===== config.mk =====
export PLATFORM = sky130hd
export DESIGN_NAME = decimal_amount_parser
export DESIGN_NICKNAME = d
export VERILOG_FILES = /design/src/hdl/dap_pkg.sv /design/src/hdl/dap_front.sv /design/src/hdl/dap_queue.sv /design/src/hdl/dap_back.sv /design/src/hdl/decimal_amount_parser.sv
export SDC_FILE = /design/constraint.sdc
export NUM_CORES = 1
export LEC_CHECK = 0
export BUFFER_PORTS_ARGS = -buffer_cell sky130_fd_sc_hd__buf_2
export CAP_MARGIN = 20
export CORE_MARGIN = 1.5
export CORE_UTILIZATION = 35
export DETAILED_ROUTE_END_ITERATION = 8
export GPL_ROUTABILITY_DRIVEN = 0
export PLACE_DENSITY_LB_ADDON = 0.15
export SETUP_SLACK_MARGIN = 0.5
export SYNTH_ARGS = -nofsm -noshare
export SYNTH_HDL_FRONTEND = slang
export SYNTH_HIERARCHICAL = 1
export SYNTH_SLANG_ARGS = --single-unit

===== constraint.sdc =====
create_clock -name clk -period 30.8 [get_ports clk]
set_clock_uncertainty 0.15 [all_clocks]
set_input_delay 4.62 -clock clk [delete_from_list [all_inputs] [get_ports clk]]
set_output_delay 4.62 -clock clk [all_outputs]
set_load 0.01 [all_outputs]

===== src/hdl/dap_pkg.sv =====
// Shared types, codes and the digit-accumulate helper of the decimal amount parser.
package dap_pkg;

	localparam int unsigned MAX_SCALE = 18;

	localparam logic [7:0] CH_ZERO  = 8'h30;
	localparam logic [7:0] CH_NINE  = 8'h39;
	localparam logic [7:0] CH_MINUS = 8'h2D;
	localparam logic [7:0] CH_POINT = 8'h2E;

	localparam logic [2:0] ST_OK          = 3'd0;
	localparam logic [2:0] ST_UNSUPPORTED = 3'd1;
	localparam logic [2:0] ST_INVALID     = 3'd2;
	localparam logic [2:0] ST_OVERFLOW    = 3'd3;
	localparam logic [2:0] ST_NEGZERO     = 3'd4;

	localparam logic CFG_CURRENCY = 1'b0;
	localparam logic CFG_SCALE    = 1'b1;

	typedef struct packed {
		logic [7:0] ch;
		logic       end_req;
	} in_item_t;

	typedef struct packed {
		logic [2:0]         status;
		logic signed [63:0] amount;
	} out_item_t;

	// one closed string handed from the front to the back
	typedef struct packed {
		logic [2:0]  pre_status;
		logic        neg;
		logic [63:0] mag;
		logic        ovf;
		logic [4:0]  pad;
	} str_job_t;

	typedef struct packed {
		logic        ovf;
		logic [63:0] mag;
	} push_res_t;

	// mag * 10 + d, checked against 2^63-1 (2^63 when negative)
	function automatic push_res_t dap_push(input logic [63:0] mag, input logic [3:0] d,
	                                       input logic neg);
		logic [67:0] prod;
		logic [67:0] limit;
		push_res_t   r;
		prod  = ({4'b0, mag} << 3) + ({4'b0, mag} << 1) + {64'b0, d};
		limit = {5'b0, {63{1'b1}}} + {67'b0, neg};
		r.ovf = (prod > limit);
		r.mag = r.ovf ? mag : prod[63:0];
		return r;
	endfunction

endpackage


===== src/hdl/dap_front.sv =====
// Front part: takes characters, tracks the grammar and accumulates the magnitude.
module dap_front (
	input  logic              clk,
	input  logic              arst_n,
	input  logic              in_valid,
	output logic              in_ready,
	input  dap_pkg::in_item_t in_data,
	input  logic              cur_ok,
	input  logic [4:0]        scale_raw,
	input  logic              q_full,
	output logic              q_push,
	output dap_pkg::str_job_t q_data
);
	import dap_pkg::*;

	localparam logic [2:0] PH_START = 3'd0;
	localparam logic [2:0] PH_SIGN  = 3'd1;
	localparam logic [2:0] PH_INT   = 3'd2;
	localparam logic [2:0] PH_POINT = 3'd3;
	localparam logic [2:0] PH_FRAC  = 3'd4;

	logic [2:0]  phase_q, phase_d;
	logic        neg_q, neg_d;
	logic [63:0] mag_q, mag_d;
	logic [1:0]  icnt_q, icnt_d;
	logic        fzero_q, fzero_d;
	logic [4:0]  fcnt_q, fcnt_d;
	logic        fbad_q, fbad_d;
	logic        ovf_q, ovf_d;

	logic        accept, take_char, is_digit, bad;
	logic [3:0]  dval;
	logic [4:0]  scale;
	push_res_t   pr;

	// an end item needs a free queue slot, characters never wait
	assign in_ready  = !(in_data.end_req && q_full);
	assign accept    = in_valid && in_ready;
	assign take_char = accept && !in_data.end_req;
	assign q_push    = accept && in_data.end_req;

	assign is_digit = (in_data.ch >= CH_ZERO) && (in_data.ch <= CH_NINE);
	assign dval     = 4'(in_data.ch - CH_ZERO);
	assign pr       = dap_push(mag_q, dval, neg_q);

	assign scale = (scale_raw > 5'(MAX_SCALE)) ? 5'(MAX_SCALE) : scale_raw;
	assign bad   = fbad_q || phase_q == PH_START || phase_q == PH_SIGN ||
	               phase_q == PH_POINT ||
	               (phase_q == PH_FRAC && (scale == 5'd0 || fcnt_q > scale));

	always_comb begin
		q_data.pre_status = !cur_ok ? ST_UNSUPPORTED : (bad ? ST_INVALID : ST_OK);
		q_data.neg        = neg_q;
		q_data.mag        = mag_q;
		q_data.ovf        = ovf_q;
		q_data.pad        = scale - fcnt_q;
	end

	always_comb begin
		phase_d = phase_q;
		neg_d   = neg_q;
		mag_d   = mag_q;
		icnt_d  = icnt_q;
		fzero_d = fzero_q;
		fcnt_d  = fcnt_q;
		fbad_d  = fbad_q;
		ovf_d   = ovf_q;
		if (q_push) begin
			phase_d = PH_START;
			neg_d   = 1'b0;
			mag_d   = '0;
			icnt_d  = '0;
			fzero_d = 1'b0;
			fcnt_d  = '0;
			fbad_d  = 1'b0;
			ovf_d   = 1'b0;
		end else if (take_char && !fbad_q) begin
			unique case (phase_q)
				PH_START, PH_SIGN, PH_INT: begin
					if (phase_q == PH_START && in_data.ch == CH_MINUS) begin
						neg_d   = 1'b1;
						phase_d = PH_SIGN;
					end else if (is_digit) begin
						if (icnt_q == 2'd0) begin
							fzero_d = (dval == 4'd0);
						end else if (fzero_q) begin
							fbad_d = 1'b1;
						end
						if (icnt_q < 2'd2) begin
							icnt_d = icnt_q + 2'd1;
						end
						if (!ovf_q) begin
							ovf_d = pr.ovf;
							mag_d = pr.mag;
						end
						phase_d = PH_INT;
					end else if (phase_q == PH_INT && in_data.ch == CH_POINT) begin
						phase_d = PH_POINT;
					end else begin
						fbad_d = 1'b1;
					end
				end
				PH_POINT, PH_FRAC: begin
					if (is_digit) begin
						if (fcnt_q != 5'd31) begin
							fcnt_d = fcnt_q + 5'd1;
						end
						if (!ovf_q) begin
							ovf_d = pr.ovf;
							mag_d = pr.mag;
						end
						phase_d = PH_FRAC;
					end else begin
						fbad_d = 1'b1;
					end
				end
				default: fbad_d = 1'b1;
			endcase
		end
	end

	always_ff @(posedge clk or negedge arst_n) begin
		if (!arst_n) begin
			phase_q <= PH_START;
			neg_q   <= 1'b0;
			mag_q   <= '0;
			icnt_q  <= '0;
			fzero_q <= 1'b0;
			fcnt_q  <= '0;
			fbad_q  <= 1'b0;
			ovf_q   <= 1'b0;
		end else begin
			phase_q <= phase_d;
			neg_q   <= neg_d;
			mag_q   <= mag_d;
			icnt_q  <= icnt_d;
			fzero_q <= fzero_d;
			fcnt_q  <= fcnt_d;
			fbad_q  <= fbad_d;
			ovf_q   <= ovf_d;
		end
	end

endmodule


===== src/hdl/dap_queue.sv =====
// Small register queue carrying closed strings from the front to the back.
module dap_queue #(
	parameter int DEPTH = 2
) (
	input  logic              clk,
	input  logic              arst_n,
	input  logic              push,
	input  dap_pkg::str_job_t push_data,
	output logic              full,
	input  logic              pop,
	output logic              not_empty,
	output dap_pkg::str_job_t pop_data
);
	import dap_pkg::*;

	localparam int PW = (DEPTH > 1) ? $clog2(DEPTH) : 1;
	localparam int CW = $clog2(DEPTH + 1);

	str_job_t        mem_q [DEPTH];
	logic [PW-1:0]   wr_q, rd_q;
	logic [CW-1:0]   cnt_q;

	assign full      = (cnt_q == CW'(DEPTH));
	assign not_empty = (cnt_q != '0);
	assign pop_data  = mem_q[rd_q];

	always_ff @(posedge clk) begin
		if (push) begin
			mem_q[wr_q] <= push_data;
		end
	end

	always_ff @(posedge clk or negedge arst_n) begin
		if (!arst_n) begin
			wr_q  <= '0;
			rd_q  <= '0;
			cnt_q <= '0;
		end else begin
			if (push) begin
				wr_q <= (wr_q == PW'(DEPTH - 1)) ? '0 : wr_q + PW'(1);
			end
			if (pop) begin
				rd_q <= (rd_q == PW'(DEPTH - 1)) ? '0 : rd_q + PW'(1);
			end
			unique case ({push, pop})
				2'b10:   cnt_q <= cnt_q + CW'(1);
				2'b01:   cnt_q <= cnt_q - CW'(1);
				default: cnt_q <= cnt_q;
			endcase
		end
	end

endmodule


===== src/hdl/dap_back.sv =====
// Back part: pads missing fraction digits one per cycle and forms the result.
module dap_back (
	input  logic               clk,
	input  logic               arst_n,
	input  logic               q_valid,
	input  dap_pkg::str_job_t  q_data,
	output logic               q_pop,
	output logic               out_valid,
	input  logic               out_ready,
	output dap_pkg::out_item_t out_data
);
	import dap_pkg::*;

	logic        busy_q;
	logic [2:0]  pre_q;
	logic        neg_q;
	logic [63:0] mag_q;
	logic        ovf_q;
	logic [4:0]  cnt_q;
	logic        out_valid_q;
	out_item_t   out_q;

	logic        stepping, finish;
	push_res_t   pr;
	out_item_t   res;

	assign q_pop    = q_valid && !busy_q;
	assign stepping = busy_q && pre_q == ST_OK && cnt_q != 5'd0;
	assign finish   = busy_q && !stepping && (!out_valid_q || out_ready);
	assign pr       = dap_push(mag_q, 4'd0, neg_q);

	always_comb begin
		res.status = ST_OK;
		res.amount = '0;
		priority if (pre_q != ST_OK) begin
			res.status = pre_q;
		end else if (ovf_q) begin
			res.status = ST_OVERFLOW;
		end else if (neg_q && mag_q == '0) begin
			res.status = ST_NEGZERO;
		end else begin
			res.amount = neg_q ? -$signed(mag_q) : $signed(mag_q);
		end
	end

	assign out_valid = out_valid_q;
	assign out_data  = out_q;

	always_ff @(posedge clk) begin
		if (q_pop) begin
			pre_q <= q_data.pre_status;
			neg_q <= q_data.neg;
			mag_q <= q_data.mag;
			ovf_q <= q_data.ovf;
			cnt_q <= q_data.pad;
		end else if (stepping) begin
			cnt_q <= cnt_q - 5'd1;
			if (!ovf_q) begin
				ovf_q <= pr.ovf;
				mag_q <= pr.mag;
			end
		end
		if (finish) begin
			out_q <= res;
		end
	end

	always_ff @(posedge clk or negedge arst_n) begin
		if (!arst_n) begin
			busy_q      <= 1'b0;
			out_valid_q <= 1'b0;
		end else begin
			if (q_pop) begin
				busy_q <= 1'b1;
			end else if (finish) begin
				busy_q <= 1'b0;
			end
			if (finish) begin
				out_valid_q <= 1'b1;
			end else if (out_ready) begin
				out_valid_q <= 1'b0;
			end
		end
	end

endmodule


===== src/hdl/decimal_amount_parser.sv =====
// Top level of the streaming ASCII decimal amount parser.
// Usage: characters of an amount enter on the in channel (valid/ready), one item
// per character; an item with end_req set closes the string and yields one result
// item (status, amount in minor units) on the out channel. Character items yield
// nothing. The config port (cfg_we, cfg_index, cfg_data) sets currency_supported
// (index 0) and scale_digits (index 1); write it only while no string is open.
// Throughput: one character per cycle, sustained. An end item waits in a small
// queue and is then worked by the back end, which appends one zero digit per
// cycle for each fraction digit missing against the scale.
// Each end item goes through the queue, the back end (zero padding, only when the
// string is accepted) and the output register in that order. The back end works
// one string at a time, so short strings back up into the queue; when it is full,
// end items are held off, characters still flow.
// A stalled receiver holds the result register; the back end and queue then fill
// and end items wait. Reset clears the parse state, the queue and the output, and
// restores currency_supported = 1 and scale_digits = 2.
module decimal_amount_parser #(
	parameter int QUEUE_DEPTH = 2
) (
	input  logic               clk,
	input  logic               arst_n,
	input  logic               in_valid,
	output logic               in_ready,
	input  dap_pkg::in_item_t  in_data,
	output logic               out_valid,
	input  logic               out_ready,
	output dap_pkg::out_item_t out_data,
	input  logic               cfg_we,
	input  logic               cfg_index,
	input  logic [4:0]         cfg_data
);
	import dap_pkg::*;

	logic       cur_ok_q;
	logic [4:0] scale_q;
	logic       q_push, q_full, q_pop, q_valid;
	str_job_t   q_in, q_out;

	always_ff @(posedge clk or negedge arst_n) begin
		if (!arst_n) begin
			cur_ok_q <= 1'b1;
			scale_q  <= 5'd2;
		end else if (cfg_we) begin
			unique case (cfg_index)
				CFG_CURRENCY: cur_ok_q <= cfg_data[0];
				CFG_SCALE:    scale_q  <= cfg_data;
				default:      scale_q  <= scale_q;
			endcase
		end
	end

	dap_front u_front (
		.clk       (clk),
		.arst_n    (arst_n),
		.in_valid  (in_valid),
		.in_ready  (in_ready),
		.in_data   (in_data),
		.cur_ok    (cur_ok_q),
		.scale_raw (scale_q),
		.q_full    (q_full),
		.q_push    (q_push),
		.q_data    (q_in)
	);

	dap_queue #(.DEPTH(QUEUE_DEPTH)) u_queue (
		.clk       (clk),
		.arst_n    (arst_n),
		.push      (q_push),
		.push_data (q_in),
		.full      (q_full),
		.pop       (q_pop),
		.not_empty (q_valid),
		.pop_data  (q_out)
	);

	dap_back u_back (
		.clk       (clk),
		.arst_n    (arst_n),
		.q_valid   (q_valid),
		.q_data    (q_out),
		.q_pop     (q_pop),
		.out_valid (out_valid),
		.out_ready (out_ready),
		.out_data  (out_data)
	);

	a_no_overfill: assert property (@(posedge clk) disable iff (!arst_n)
		q_push |-> !q_full || q_pop)
		else $error("queue written while full");

	a_amount_zero_on_error: assert property (@(posedge clk) disable iff (!arst_n)
		out_valid && out_data.status != ST_OK |-> out_data.amount == '0)
		else $error("nonzero amount with error status");

	a_status_range: assert property (@(posedge clk) disable iff (!arst_n)
		out_valid |-> out_data.status <= ST_NEGZERO)
		else $error("status code out of range");

	a_end_held_when_full: assert property (@(posedge clk) disable iff (!arst_n)
		in_valid && in_data.end_req && q_full |-> !in_ready)
		else $error("end item taken with queue full");

endmodule


==> results.yml <==
worst_setup_path:
  cp.arrival_ns: 11.43
  rr_worst_depth: 21
  cp_num_buf_inv: 2
  crit_path_max_fanout: 58
  cp_num_cells: 23
  crit_start: "in_data[4]"
  crit_path_top_delay_cell: "and2_4"
  startpoint_type: "input pin"
  worst_path_dominant_cell_family: "simple AND/OR/NAND/NOR gates"
  rrSetupSlack_ns: 21.42
  max_stage_delay_ns: 0.82
  regToRegEndpoint: "u_back/mag_q[23]"
  critPathKind: "in2reg"
  required_ns: 31.13
  path_cells: "buf_2, fa_1, inv_1, fa_1, nor2b_1, o2111ai_1, a21oi_1, nor2_1, o31ai_1, a21oi_1, o21ai_0, xor2_1, ha_1, nand4_1, or4_1, nor2_4, nand4_2, o21ai_2, or4b_1, nor4_2, and4b_4, and2_4, mux2i_1"
  crit_path_end: "u_front/mag_q[26]"
  setup.worst_path.end_class: "flop"
  rr_startpoint: "u_back/mag_q[19]"
sta:
  setup_violations: 0
  fin_crit_ns: 11.10
  tightestPinTransition_ns: 1.07
  slew-limit-headroom_pct: 28.5
  hold_slack_ns: 0.345
  hold_violations: 0
  max_freq_mhz: 90.1
  slew_violations: 0
  final.period_utilization_pct: 36.1
  tns_ns: 0
  rsz0062_at_grt: "false"
global_routing:
  grt_overflow: 0
  antenna_found_initial: 1
  grt_pass1_wl_mm: 121
  first_global_vias: 21900
  grt_max_degree: 124
  grt_util_all_layers_pct: 18.2
logic_synthesis:
  ys_types: 96
  synth_cells: 2937
  ys_warn_count: 6
  ys_seq_area_share_pct: 38.3
  syn_area_per_cell_um2: 9.73
  yosysTopAreaCellShare_pct: 30.4
  synth.most_common_cell: "nand2_1"
  synth_seq_cells: 379
  async_flop_share_pct: 23.7
  netlist_top_cells_area: "edfxtp_1 30%, ha_1 14%, dfrtp_1 7.7%, nand2_1 5.7%, a21oi_1 4.1%"
  synth_fp_nets: 3288
  post-synth-top-area-cell: "edfxtp_1"
  synthFlopType: "edfxtp_1"
  netlist_area_um2: 28600
  synth_edf_count: 289
  ys_top_cells_by_count: "432 x nand2_1, 327 x ha_1, 289 x edfxtp_1"
place:
  post_dp_cell_area_um2: 29800
  portBuffers: 88
  dp_hpwl_mm: 59.4
die:
  ioPinCount: 89
  initial_core_util_pct: 35.4
  rows: 104
  core_um2: 80700
  die_area_um2: 83400
  dieHeight_um: 289
  die_w_um: 289
clock_tree:
  clockBufferDepth: 3
  cts_root_buf: "clkbuf_16"
  cts_inserted_buffers: 45
  path_clk_slew_ns: 0.06
  cts.sinks: 379
  cts_resized: 0
  htree_levels: 2
  cts_hold_buf: 0
  clk_latency_ns: 0.60
  postCtsSetupRepairBufs: 0
  cts_tree: "done"
layout:
  layout-drive-gt1-share_pct: 11.0
  num-nets-final: 3309
  utilization_pct: 38.9
  stdcell_area_um2: 31400
  area_delta_synth_final_pct: 9.76
  fillers: 8016
run_status:
  status: "complete, but fails checks"
  violations: "DRC"
routing:
  postRouteAntennaNets: 0
  vias_per_cell: 5.51
  firstDrtPassIters: 9
  drt_iter0_drc: 1521
  wire_per_inst_um: 19.0
  drc: 16
  wirelength_mm: 77.0
  vias: 22300
hold_path:
  hold_class: "reg2reg"
power_and_ir_drop:
  leakagePower_nw: 13.3
  powerDensity_nw_per_um2: 108
  power_w: 0.00338
  ir_drop_uv: 58.2
flow_run:
  maxCapViolations: 0
## how the worst min path moves through the flow
stage	to	from	cells after the start	slack, ns
4_1_cts	u_queue/cnt_q[1]	u_queue/cnt_q[1]	1	0.35
3_5_place_dp	u_queue/cnt_q[1]	u_queue/cnt_q[1]	1	0.33
2_1_floorplan	u_queue/cnt_q[1]	u_queue/cnt_q[1]	1	0.30
3_3_place_gp	u_queue/cnt_q[1]	u_queue/cnt_q[1]	1	0.31
6_report	u_queue/cnt_q[1]	u_queue/cnt_q[1]	1	0.35
5_1_grt	u_queue/cnt_q[1]	u_queue/cnt_q[1]	1	0.36
## layer usage
| metal | track usage (%) | routed length, µm | vias to the layer above |
|---|---|---|---|
| met5 | 0 | 0 | - |
| met1 | 25.6 | 36800 | 10700 |
| li1 | - | - | 10900 |
| met3 | 2.01 | 3310 | 127 |
| met4 | 5.99 | 2360 | 0 |
| met2 | 29.2 | 34500 | 579 |
## worst register-to-register path: stages, from the launching register on
cell	delay, ns
edfxtp_1	0.54
ha_1	0.50
nand2_1	0.10
or3_1	0.42
or2_2	0.31
a2111oi_0	0.83
o31ai_1	0.37
a211oi_1	0.46
o211ai_1	0.19
a211oi_1	0.52
nor2_1	0.11
xnor2_1	0.16
ha_1	0.30
and4_1	0.21
nand3_1	0.12
or3_1	0.47
nor4_1	0.92
nand4b_1	0.54
a221oi_1	0.47
o211ai_1	0.27
o31ai_4	0.23
buf_4	0.69
## cell families (layout without fill, tap and decap cells)
group	after synthesis	count (layout)	synth area share, %
DFF	379	379	38.3
buffers and inverters	208	266	3.43
adders and majority gates	331	331	14.6
and+or+nand+nor	979	979	16.1
muxes	155	155	6.52
AOI/OAI and AO/OA	695	695	15.3
other	1	2	0.0131
xor gates and xnor gates	189	189	5.79
## through the flow
stage | instances | worst slack, ns
floorplan | 2937 | 20.20
global placement | 3971 | 19.42
detailed placement | 3971 | 19.20
CTS | 4055 | 19.76
global route | 4055 | 19.32
finish | 4056 | 19.70
## layout by cell type, fill, tap and decap left out, types with 37 or more instances in the layout
| cell type | count |
|---|---|
| nand2_1 | 432 |
| ha_1 | 327 |
| edfxtp_1 | 289 |
| a21oi_1 | 236 |
| nor2_1 | 196 |
| o21ai_0 | 147 |
| xor2_1 | 109 |
| buf_2 | 87 |
| dfrtp_1 | 86 |
| xnor2_1 | 80 |
| inv_1 | 79 |
| nand4_1 | 77 |
| a21o_1 | 62 |
| mux2i_1 | 59 |
| nand3_1 | 53 |
| mux2_4 | 51 |
| mux2_2 | 45 |
| clkbuf_16 | 45 |
| nor3_1 | 44 |
| o31ai_1 | 37 |
## flip-flops by register name, summed over array words and instances, names as in the netlist, 2 cells and up
name and count:
u_queue/cnt_q 2, u_back/out_data 67, scale_q 5, u_front/phase_q 3, u_back/cnt_q 5, u_back/mag_q 64, u_front/icnt_q 2, u_back/pre_q 3
u_front/mag_q 64, u_queue/mem_q 148, u_front/fcnt_q 5
## layout make-up
class | count | area [µm²] | area share [%]
tap | 1060 | 1330 | 4.23
inverter | 81 | 304 | 0.969
sequential | 379 | 10900 | 34.9
clock inverter | 29 | 354 | 1.13
multi-input combinational | 2350 | 16700 | 53.2
antenna | 1 | 2.50 | 0.00798
timing repair buffer | 101 | 553 | 1.76
clock buffer | 55 | 1190 | 3.81
## power by group
group	total [W]	internal (W)	leakage [nW]	switching, W
registers	0.000882	0.000758	3.97	0.000124
clock network	0.000555	0.000336	0.751	0.000219
logic	0.00194	0.000760	8.61	0.00118
No activity file was read; power rests on OpenSTA's default activity.
